[config.mk]
export PLATFORM = sky130hd
export DESIGN_NAME = daily_backlight_window_scheduler
export DESIGN_NICKNAME = d
export VERILOG_FILES = /design/src/rtl/core/dbws_pkg.sv /design/src/rtl/core/dbws_front.sv /design/src/rtl/core/dbws_minute.sv /design/src/rtl/core/dbws_decide.sv /design/src/rtl/core/daily_backlight_window_scheduler.sv
export SDC_FILE = /design/constraint.sdc
export NUM_CORES = 2
export LEC_CHECK = 0
export BUFFER_PORTS_ARGS = -buffer_cell sky130_fd_sc_hd__buf_2
export CORE_ASPECT_RATIO = 0.75
export CORE_MARGIN = 10
export CORE_UTILIZATION = 30
export DETAILED_ROUTE_END_ITERATION = 10
export PLACE_DENSITY_LB_ADDON = 0.3
export SKIP_LAST_GASP = 1
export SLEW_MARGIN = 10
export SYNTH_ARGS = -nofsm -noshare
export SYNTH_HDL_FRONTEND = slang
export SYNTH_HIERARCHICAL = 1
export SYNTH_SLANG_ARGS = --single-unit
[constraint.sdc]
create_clock -name clk -period 10.2 [get_ports clk]
set_input_delay 0.51 -clock clk [delete_from_list [all_inputs] [get_ports clk]]
set_output_delay 0.51 -clock clk [all_outputs]
set_load 0.02 [all_outputs]
[src/rtl/core/dbws_pkg.sv]
// ----------------------------------------------------------------------------
// dbws_pkg
// Shared types and constants of the daily backlight window scheduler.
// ----------------------------------------------------------------------------
package dbws_pkg;

    localparam logic [1:0] OP_TICK    = 2'd0;
    localparam logic [1:0] OP_SYNC_TZ = 2'd1;
    localparam logic [1:0] OP_SYNC    = 2'd2;
    localparam logic [1:0] OP_APPLY   = 2'd3;

    localparam logic [1:0] CFG_ENABLED    = 2'd0;
    localparam logic [1:0] CFG_OFF_MINUTE = 2'd1;
    localparam logic [1:0] CFG_ON_MINUTE  = 2'd2;

    localparam logic signed [10:0] TZ_LOW  = -11'sd720;
    localparam logic signed [10:0] TZ_HIGH = 11'sd840;

    // Reciprocal of 1875 scaled by 2^55, split at bit 32.
    localparam logic [12:0] RECIP_HI = 13'd4473;
    localparam logic [31:0] RECIP_LO = 32'd3969695107;
    localparam int unsigned RECIP_SHIFT = 55;

    // Floor reciprocal of 45 scaled by 2^16.
    localparam logic [22:0] RECIP45 = 23'd1456;
    localparam logic [11:0] MOD45   = 12'd45;
    localparam logic [6:0]  MOD45_N = 7'd45;

    localparam logic signed [12:0] DAY_MINUTES = 13'sd1440;

    typedef struct packed {
        logic               check;
        logic               force_on;
        logic signed [10:0] tz;
    } dbws_ctrl_t;

endpackage

[src/rtl/core/dbws_front.sv]
// ----------------------------------------------------------------------------
// dbws_front
// Input stage: keeps the clock anchor, time zone and check timer, decides
// whether the item runs a check and forms the current epoch time.
// ----------------------------------------------------------------------------
module dbws_front #(
    parameter int unsigned CHECK_PERIOD_MS = 1000
) (
    input  logic                clk,
    input  logic                rst_n,
    input  logic                enabled,
    input  logic                in_valid,
    output logic                in_stall,
    input  logic [1:0]          operation,
    input  logic [31:0]         now_ms,
    input  logic [47:0]         epoch_ms,
    input  logic signed [10:0]  tz_offset_min,
    output logic                a_valid,
    input  logic                a_stall,
    output logic [48:0]         a_cur,
    output dbws_pkg::dbws_ctrl_t a_ctrl
);

    logic [47:0]          base_epoch_reg;
    logic [47:0]          base_epoch_next;
    logic [31:0]          base_counter_reg;
    logic [31:0]          base_counter_next;
    logic                 clock_valid_reg;
    logic                 clock_valid_next;
    logic signed [10:0]   tz_reg;
    logic signed [10:0]   tz_next;
    logic [31:0]          next_check_reg;
    logic [31:0]          next_check_next;
    logic                 a_valid_reg;
    logic [48:0]          cur_reg;
    logic [48:0]          cur_next;
    dbws_pkg::dbws_ctrl_t ctrl_reg;
    dbws_pkg::dbws_ctrl_t ctrl_next;
    logic                 stage_free;
    logic                 accept;
    logic                 do_sync;
    logic                 tick_due;
    logic                 tick_run;
    logic                 is_apply;
    logic signed [10:0]   tz_clamped;
    logic [31:0]          elapsed;

    assign stage_free = !a_valid_reg || !a_stall;
    assign in_stall   = !stage_free;
    assign accept     = in_valid && stage_free;

    always_comb
    begin
        is_apply = (operation == dbws_pkg::OP_APPLY);
        do_sync  = (operation != dbws_pkg::OP_TICK) && (epoch_ms != 48'd0);
        elapsed  = now_ms - next_check_reg;
        tick_due = !elapsed[31];
        tick_run = (operation == dbws_pkg::OP_TICK) && tick_due;

        if (tz_offset_min < dbws_pkg::TZ_LOW)
        begin
            tz_clamped = dbws_pkg::TZ_LOW;
        end
        else if (tz_offset_min > dbws_pkg::TZ_HIGH)
        begin
            tz_clamped = dbws_pkg::TZ_HIGH;
        end
        else
        begin
            tz_clamped = tz_offset_min;
        end

        if ((operation == dbws_pkg::OP_SYNC_TZ) || is_apply)
        begin
            tz_next = tz_clamped;
        end
        else
        begin
            tz_next = tz_reg;
        end

        base_epoch_next   = do_sync ? epoch_ms : base_epoch_reg;
        base_counter_next = do_sync ? now_ms : base_counter_reg;
        clock_valid_next  = clock_valid_reg || do_sync;

        if (tick_run)
        begin
            next_check_next = now_ms + 32'(CHECK_PERIOD_MS);
        end
        else if (is_apply)
        begin
            next_check_next = 32'd0;
        end
        else
        begin
            next_check_next = next_check_reg;
        end

        if (do_sync)
        begin
            cur_next = {1'b0, epoch_ms};
        end
        else
        begin
            cur_next = {1'b0, base_epoch_reg} + {17'd0, now_ms - base_counter_reg};
        end

        ctrl_next.check    = (tick_run || is_apply) && enabled && clock_valid_next;
        ctrl_next.force_on = is_apply && !enabled;
        ctrl_next.tz       = tz_next;
    end

    always_ff @(posedge clk or negedge rst_n)
    begin
        if (!rst_n)
        begin
            base_epoch_reg   <= '0;
            base_counter_reg <= '0;
            clock_valid_reg  <= 1'b0;
            tz_reg           <= '0;
            next_check_reg   <= '0;
            a_valid_reg      <= 1'b0;
        end
        else
        begin
            if (accept)
            begin
                base_epoch_reg   <= base_epoch_next;
                base_counter_reg <= base_counter_next;
                clock_valid_reg  <= clock_valid_next;
                tz_reg           <= tz_next;
                next_check_reg   <= next_check_next;
            end
            if (stage_free)
            begin
                a_valid_reg <= in_valid;
            end
        end
    end

    always_ff @(posedge clk)
    begin
        if (accept)
        begin
            cur_reg  <= cur_next;
            ctrl_reg <= ctrl_next;
        end
    end

    assign a_valid = a_valid_reg;
    assign a_cur   = cur_reg;
    assign a_ctrl  = ctrl_reg;

    assert property (@(posedge clk) disable iff (!rst_n)
        clock_valid_reg |=> clock_valid_reg)
        else $error("clock anchor lost after a sync");

    assert property (@(posedge clk) disable iff (!rst_n)
        accept && (operation == dbws_pkg::OP_APPLY) |=> next_check_reg == 32'd0)
        else $error("check timer not cleared by apply");

    assert property (@(posedge clk) disable iff (!rst_n)
        accept && !clock_valid_reg && !do_sync |=> !ctrl_reg.check)
        else $error("check issued without a synced clock");

endmodule

[src/rtl/core/dbws_minute.sv]
// ----------------------------------------------------------------------------
// dbws_minute
// Minute-of-day pipeline: divides the epoch time by 60000 with a split
// reciprocal product, then folds the minute count toward its remainder modulo 1440.
// ----------------------------------------------------------------------------
module dbws_minute (
    input  logic                 clk,
    input  logic                 rst_n,
    input  logic                 a_valid,
    output logic                 a_stall,
    input  logic [48:0]          a_cur,
    input  dbws_pkg::dbws_ctrl_t a_ctrl,
    output logic                 d_valid,
    input  logic                 d_stall,
    output logic [11:0]          d_fold,
    output logic [6:0]           d_quot,
    output logic [4:0]           d_low5,
    output dbws_pkg::dbws_ctrl_t d_ctrl
);

    logic                 p_valid_reg;
    logic                 u_valid_reg;
    logic                 d_valid_reg;
    logic                 p_free;
    logic                 u_free;
    logic                 d_free;

    logic [43:0]          scaled;
    logic [63:0]          pll_next;
    logic [44:0]          plh_next;
    logic [43:0]          phl_next;
    logic [24:0]          phh_next;
    logic [63:0]          pll_reg;
    logic [44:0]          plh_reg;
    logic [43:0]          phl_reg;
    logic [24:0]          phh_reg;
    dbws_pkg::dbws_ctrl_t p_ctrl_reg;

    logic [88:0]          total;
    logic [33:0]          u_next;
    logic [33:0]          u_reg;
    dbws_pkg::dbws_ctrl_t u_ctrl_reg;

    logic [13:0]          sum1;
    logic [12:0]          sum2;
    logic [11:0]          fold_next;
    logic [22:0]          quot_prod;
    logic [11:0]          fold_reg;
    logic [6:0]           quot_reg;
    logic [4:0]           low5_reg;
    dbws_pkg::dbws_ctrl_t d_ctrl_reg;

    assign d_free  = !d_valid_reg || !d_stall;
    assign u_free  = !u_valid_reg || d_free;
    assign p_free  = !p_valid_reg || u_free;
    assign a_stall = !p_free;

    always_comb
    begin
        scaled   = a_cur[48:5];
        pll_next = {32'd0, scaled[31:0]} * {32'd0, dbws_pkg::RECIP_LO};
        plh_next = {13'd0, scaled[31:0]} * {32'd0, dbws_pkg::RECIP_HI};
        phl_next = {32'd0, scaled[43:32]} * {12'd0, dbws_pkg::RECIP_LO};
        phh_next = {13'd0, scaled[43:32]} * {12'd0, dbws_pkg::RECIP_HI};
    end

    always_comb
    begin
        total = {25'd0, pll_reg}
              + (({44'd0, plh_reg} + {45'd0, phl_reg}) << 32)
              + ({64'd0, phh_reg} << 64);
        u_next = total[88:dbws_pkg::RECIP_SHIFT];
    end

    // Since 2^12 is 1 modulo 45, 12-bit digits may simply be added.
    always_comb
    begin
        sum1      = {2'd0, u_reg[16:5]} + {2'd0, u_reg[28:17]} + {9'd0, u_reg[33:29]};
        sum2      = {1'b0, sum1[11:0]} + {11'd0, sum1[13:12]};
        fold_next = sum2[11:0] + {11'd0, sum2[12]};
        quot_prod = {11'd0, fold_next} * dbws_pkg::RECIP45;
    end

    always_ff @(posedge clk or negedge rst_n)
    begin
        if (!rst_n)
        begin
            p_valid_reg <= 1'b0;
            u_valid_reg <= 1'b0;
            d_valid_reg <= 1'b0;
        end
        else
        begin
            if (p_free)
            begin
                p_valid_reg <= a_valid;
            end
            if (u_free)
            begin
                u_valid_reg <= p_valid_reg;
            end
            if (d_free)
            begin
                d_valid_reg <= u_valid_reg;
            end
        end
    end

    always_ff @(posedge clk)
    begin
        if (p_free && a_valid)
        begin
            pll_reg    <= pll_next;
            plh_reg    <= plh_next;
            phl_reg    <= phl_next;
            phh_reg    <= phh_next;
            p_ctrl_reg <= a_ctrl;
        end
        if (u_free && p_valid_reg)
        begin
            u_reg      <= u_next;
            u_ctrl_reg <= p_ctrl_reg;
        end
        if (d_free && u_valid_reg)
        begin
            fold_reg   <= fold_next;
            quot_reg   <= quot_prod[22:16];
            low5_reg   <= u_reg[4:0];
            d_ctrl_reg <= u_ctrl_reg;
        end
    end

    assign d_valid = d_valid_reg;
    assign d_fold  = fold_reg;
    assign d_quot  = quot_reg;
    assign d_low5  = low5_reg;
    assign d_ctrl  = d_ctrl_reg;

endmodule

[src/rtl/core/dbws_decide.sv]
// ----------------------------------------------------------------------------
// dbws_decide
// Result stage: finishes the minute of day, applies the time zone, tests the
// off window, updates the backlight state and holds the result register.
// ----------------------------------------------------------------------------
module dbws_decide (
    input  logic                 clk,
    input  logic                 rst_n,
    input  logic [10:0]          off_minute,
    input  logic [10:0]          on_minute,
    input  logic                 d_valid,
    output logic                 d_stall,
    input  logic [11:0]          d_fold,
    input  logic [6:0]           d_quot,
    input  logic [4:0]           d_low5,
    input  dbws_pkg::dbws_ctrl_t d_ctrl,
    output logic                 out_valid,
    input  logic                 out_stall,
    output logic                 backlight_on,
    output logic                 changed,
    output logic                 evaluated,
    output logic [10:0]          local_minute
);

    logic               out_valid_reg;
    logic               screen_on_reg;
    logic               screen_on_next;
    logic               changed_reg;
    logic               changed_next;
    logic               evaluated_reg;
    logic [10:0]        minute_reg;
    logic [10:0]        minute_next;
    logic               out_free;
    logic               load;
    logic [6:0]         rem_raw;
    logic [5:0]         rem;
    logic [10:0]        utc_minute;
    logic signed [12:0] local_sum;
    logic signed [12:0] local_wrap;
    logic [10:0]        local_min;
    logic               in_off;
    logic               want_on;
    logic               screen_mid;

    assign out_free = !out_valid_reg || !out_stall;
    assign d_stall  = !out_free;
    assign load     = d_valid && out_free;

    always_comb
    begin
        rem_raw    = 7'(d_fold - 12'(d_quot) * dbws_pkg::MOD45);
        rem        = (rem_raw >= dbws_pkg::MOD45_N) ? 6'(rem_raw - dbws_pkg::MOD45_N)
                                                    : rem_raw[5:0];
        utc_minute = {rem, d_low5};
        local_sum  = $signed({2'b00, utc_minute}) + $signed({{2{d_ctrl.tz[10]}}, d_ctrl.tz});

        if (local_sum < 13'sd0)
        begin
            local_wrap = local_sum + dbws_pkg::DAY_MINUTES;
        end
        else if (local_sum >= dbws_pkg::DAY_MINUTES)
        begin
            local_wrap = local_sum - dbws_pkg::DAY_MINUTES;
        end
        else
        begin
            local_wrap = local_sum;
        end
        local_min = local_wrap[10:0];

        if (off_minute == on_minute)
        begin
            in_off = 1'b0;
        end
        else if (off_minute < on_minute)
        begin
            in_off = (local_min >= off_minute) && (local_min < on_minute);
        end
        else
        begin
            in_off = (local_min >= off_minute) || (local_min < on_minute);
        end
        want_on = !in_off;

        screen_mid   = screen_on_reg || d_ctrl.force_on;
        changed_next = d_ctrl.force_on && !screen_on_reg;
        if (d_ctrl.check)
        begin
            screen_on_next = want_on;
            changed_next   = changed_next || (want_on != screen_mid);
            minute_next    = local_min;
        end
        else
        begin
            screen_on_next = screen_mid;
            minute_next    = 11'd0;
        end
    end

    always_ff @(posedge clk or negedge rst_n)
    begin
        if (!rst_n)
        begin
            out_valid_reg <= 1'b0;
            screen_on_reg <= 1'b1;
        end
        else
        begin
            if (out_free)
            begin
                out_valid_reg <= d_valid;
            end
            if (load)
            begin
                screen_on_reg <= screen_on_next;
            end
        end
    end

    always_ff @(posedge clk)
    begin
        if (load)
        begin
            changed_reg   <= changed_next;
            evaluated_reg <= d_ctrl.check;
            minute_reg    <= minute_next;
        end
    end

    assign out_valid    = out_valid_reg;
    assign backlight_on = screen_on_reg;
    assign changed      = changed_reg;
    assign evaluated    = evaluated_reg;
    assign local_minute = minute_reg;

    assert property (@(posedge clk) disable iff (!rst_n)
        out_valid && changed && !evaluated |-> backlight_on)
        else $error("forced change left the backlight off");

    assert property (@(posedge clk) disable iff (!rst_n)
        out_valid && !evaluated |-> local_minute == 11'd0)
        else $error("minute reported without a check");

    assert property (@(posedge clk) disable iff (!rst_n)
        out_valid && evaluated |-> local_minute < 11'd1440)
        else $error("local minute out of range");

    assert property (@(posedge clk) disable iff (!rst_n)
        load && !changed_next |=> backlight_on == $past(screen_on_reg))
        else $error("backlight moved without a change flag");

endmodule

[src/rtl/core/daily_backlight_window_scheduler.sv]
// ----------------------------------------------------------------------------
// daily_backlight_window_scheduler
// An item passes the input, product, sum, fold and result registers in turn.
// Throughput: one item per cycle while out_stall is low; the five pipeline
// stages run concurrently. The division by 60000 is split over a product stage
// and a sum stage. Reset clears the clock anchor, time zone, check timer and
// configuration and leaves the backlight on.
// ----------------------------------------------------------------------------
module daily_backlight_window_scheduler #(
    parameter int unsigned CHECK_PERIOD_MS = 1000
) (
    input  logic               clk,
    input  logic               rst_n,
    input  logic               cfg_write_en,
    input  logic [1:0]         cfg_index,
    input  logic [10:0]        cfg_data,
    input  logic               in_valid,
    output logic               in_stall,
    input  logic [1:0]         operation,
    input  logic [31:0]        now_ms,
    input  logic [47:0]        epoch_ms,
    input  logic signed [10:0] tz_offset_min,
    output logic               out_valid,
    input  logic               out_stall,
    output logic               backlight_on,
    output logic               changed,
    output logic               evaluated,
    output logic [10:0]        local_minute
);

    logic                 enabled_reg;
    logic [10:0]          off_minute_reg;
    logic [10:0]          on_minute_reg;
    logic                 a_valid;
    logic                 a_stall;
    logic [48:0]          a_cur;
    dbws_pkg::dbws_ctrl_t a_ctrl;
    logic                 d_valid;
    logic                 d_stall;
    logic [11:0]          d_fold;
    logic [6:0]           d_quot;
    logic [4:0]           d_low5;
    dbws_pkg::dbws_ctrl_t d_ctrl;

    always_ff @(posedge clk or negedge rst_n)
    begin
        if (!rst_n)
        begin
            enabled_reg    <= 1'b0;
            off_minute_reg <= '0;
            on_minute_reg  <= '0;
        end
        else if (cfg_write_en)
        begin
            case (cfg_index)
                dbws_pkg::CFG_ENABLED:    enabled_reg    <= cfg_data[0];
                dbws_pkg::CFG_OFF_MINUTE: off_minute_reg <= cfg_data;
                dbws_pkg::CFG_ON_MINUTE:  on_minute_reg  <= cfg_data;
                default:
                begin
                end
            endcase
        end
    end

    dbws_front #(
        .CHECK_PERIOD_MS(CHECK_PERIOD_MS)
    ) u_front (
        .clk          (clk),
        .rst_n        (rst_n),
        .enabled      (enabled_reg),
        .in_valid     (in_valid),
        .in_stall     (in_stall),
        .operation    (operation),
        .now_ms       (now_ms),
        .epoch_ms     (epoch_ms),
        .tz_offset_min(tz_offset_min),
        .a_valid      (a_valid),
        .a_stall      (a_stall),
        .a_cur        (a_cur),
        .a_ctrl       (a_ctrl)
    );

    dbws_minute u_minute (
        .clk    (clk),
        .rst_n  (rst_n),
        .a_valid(a_valid),
        .a_stall(a_stall),
        .a_cur  (a_cur),
        .a_ctrl (a_ctrl),
        .d_valid(d_valid),
        .d_stall(d_stall),
        .d_fold (d_fold),
        .d_quot (d_quot),
        .d_low5 (d_low5),
        .d_ctrl (d_ctrl)
    );

    dbws_decide u_decide (
        .clk         (clk),
        .rst_n       (rst_n),
        .off_minute  (off_minute_reg),
        .on_minute   (on_minute_reg),
        .d_valid     (d_valid),
        .d_stall     (d_stall),
        .d_fold      (d_fold),
        .d_quot      (d_quot),
        .d_low5      (d_low5),
        .d_ctrl      (d_ctrl),
        .out_valid   (out_valid),
        .out_stall   (out_stall),
        .backlight_on(backlight_on),
        .changed     (changed),
        .evaluated   (evaluated),
        .local_minute(local_minute)
    );

endmodule

==> metrics.csv <==
stage,metric,value,unit
floorplanning,io pins,127,
synth,Post-Syn Nets,7621,
setup_path,crit path kind,flop to flop,
placed_design,RD Place Congestion,0.9594,
grt,initial antenna violation count,30,
grt,first-pass GRT wire length,271.9,mm
timing,RSZ-0062 raised after global routing,false,
grt,largest net degree at the start of global routing,68,
setup_path,critical path's top delay family,adder cells,
synth,synthesis warning total,6,
final_layout,final instance count without filler cells,8644,
timing,Slew headroom,27.69,%
setup_path,endpoint type of the worst setup path,flop,
clock_tree,CTS tree,yes,
floorplanning,Core Region,0.2001,mm²
setup_path,WP buf/inv,5,
setup_path,R2R Setup Slk,0.79,ns
timing,Setup TNS Final,0,ns
drt,Vias,42250,
timing,max frequency,106.2,MHz
grt,grt ovf,0,
final_layout,Nets,7775,
setup_path,CP most frequent cell,ha_1,
floorplanning,Die X,538.5,µm
final_layout,Final Cell Area,0.06632,mm²
timing,"Setup violations, final",0,
setup_path,Critical Path End,u_minute/d_quot[6],
run,max_cap viols,0,
setup_path,CP peak stage delay,0.53,ns
placed_design,Cells after DPL,8538,
placed_design,I/O Buffers,126,
grt,vias in the first global route,43400,
final_layout,FF+latch area,0.01305,mm²
min_path,Hold WC Path Type,input port to flop,
final_layout,FILL cells,20420,
floorplanning,Die Span Y,408.8,µm
setup_path,worst-path fanout max,4,
clock_tree,Root Buffer,clkbuf_16,
floorplanning,Rows,142,
drt,Final ANT Viol Nets,0,
synth,Synth Area per Inst,10.47,µm²
drt,Residual DRC,0,
final_layout,layout cells sized above 1,7.450,%
setup_path,number of stages on the worst setup path,39,
setup_path,reg2reg end,u_minute/d_quot[6],
final_layout,post-layout util,33.15,%
drt,drt first-iter violations,2736,
setup_path,WP data arrival,9.83,ns
placed_design,placed inst area,0.06449,mm²
timing,Clock Skew,0.05049,ns
run_status,status,"finished, final reports clean",
synth,Syn Inst Count,5775,
floorplanning,die area,0.2201,mm²
clock_tree,clk_lat worst skew,0.68,ns
synth,"Cell Area, Synth",0.06048,mm²
clock_tree,H-Tree Depth,2,
setup_path,crit path max-delay cell type,fa_1,
drt,TritonRoute pass-1 iters,5,
timing,fin crit share,92.28,%
final_layout,synthesis-to-finish area growth,9.659,%
drt,WL/cell,20.81,µm
timing,Final Hold Viols,0,
setup_path,cell depth of the worst flop-to-flop path,39,
clock_tree,TritonCTS Sinks,460,
setup_path,worst setup path startpoint,u_minute/u_reg[6],
placed_design,hpwl dp,154.8,mm
setup_path,Reg-to-Reg Start,u_minute/u_reg[6],
clock_tree,TritonCTS Buffers,52,
clock_tree,Worst-path clk slew,0.06,ns
setup_path,CP Data Required Time,10.62,ns
setup_path,CP startpoint kind,flop,
timing,min cycle time layout,9.412,ns
final_layout,area taken by multi-input logic gates,0.04314,mm²
drt,via density per instance,4.888,
grt,GR Util All Layers,16.01,%
floorplanning,Initial Utilization,30.23,%
final_layout,Largest register FFs,48,
drt,total wire length,179.9,mm
timing,Slew Limit Fails,0,
clock_tree,maximum root-to-sink buffer count,3,
timing,Worst Tran Pin Value,1.057,ns
==> metrics by stage <==
step / hold slack, ns / setup slack [ns]
3_3_place_gp: 0.4029 / 0.4512
4_1_cts: 0.02286 / 0.3862
5_1_grt: 0.04057 / 0.03009
6_report: 0.07101 / 0.7876
2_1_floorplan: 0.2144 / 1.274
3_5_place_dp: 0.4045 / 0.3916
==> repair_timing <==
item | CTS | global route
buffers inserted | 0 | 0
endpoints found under the setup margin | 0 | 3
gates resized for setup | 0 | 8
hold buffers | 1 | 0
endpoints found under the hold margin | 40 | 0
==> metal layers <==
layer / vias to the layer above / global-route usage [%] / wire length, µm
met5: - / 0 / 74
met4: 14 / 2.262 / 2537
met3: 165 / 6.116 / 18250
met2: 1214 / 22.96 / 72250
met1: 20900 / 23.17 / 86800
li1: 19960 / - / -
==> worst min-delay path by stage <==
stage	startpoint	end	cells past startpoint
6_report	in_valid	u_front/a_valid	2
5_1_grt	in_valid	u_front/a_valid	2
4_1_cts	in_valid	u_front/a_valid	2
3_5_place_dp	u_minute/u_ctrl_reg[4]	u_minute/d_ctrl[4]	0
3_3_place_gp	u_minute/p_ctrl_reg[3]	u_minute/u_ctrl_reg[3]	0
2_1_floorplan	rst_n	enabled_reg	0
==> cell type report <==
class                   instances  area share (%)
clock buffers                  65           2.096
clock inverters                33          0.5754
flip-flops and latches        460           19.68
diodes                          7         0.02641
inverters                    1081           6.120
repair buffers                167           1.428
well taps                    2664           5.026
multi-input cells            4167           65.05
==> worst register-to-register path, delay by kind of cell (launching register included) <==
kind | cells | cell delay [ns]
xor+xnor | 4 | 0.68
compound gates | 12 | 2.84
fa+ha+maj | 10 | 3.31
buf+inv | 5 | 0.41
simple gates | 8 | 1.52
flops | 1 | 0.43
==> placed cells by master, fill, tap and decap left out, drive strengths merged, types with 25 or more instances in the layout <==
cell     count
inv       1083
ha        1020
fa         715
edfxtp     307
a21oi      303
nor2       261
nand2      218
o21ai      200
xnor2      193
a21o       168
buf        166
xor2       155
dfrtp      152
mux2       106
nand3       80
clkbuf      65
nand4       64
nor3        54
and3        43
nor2b       41
o21a        40
a211oi      37
nand2b      35
o21bai      31
a31oi       30
or3         29
o2bb2ai     27
o211ai      25
Power is left out: the tool's default activity adds up to more than one toggle a clock period on the data nets, which glitch-free logic cannot reach.
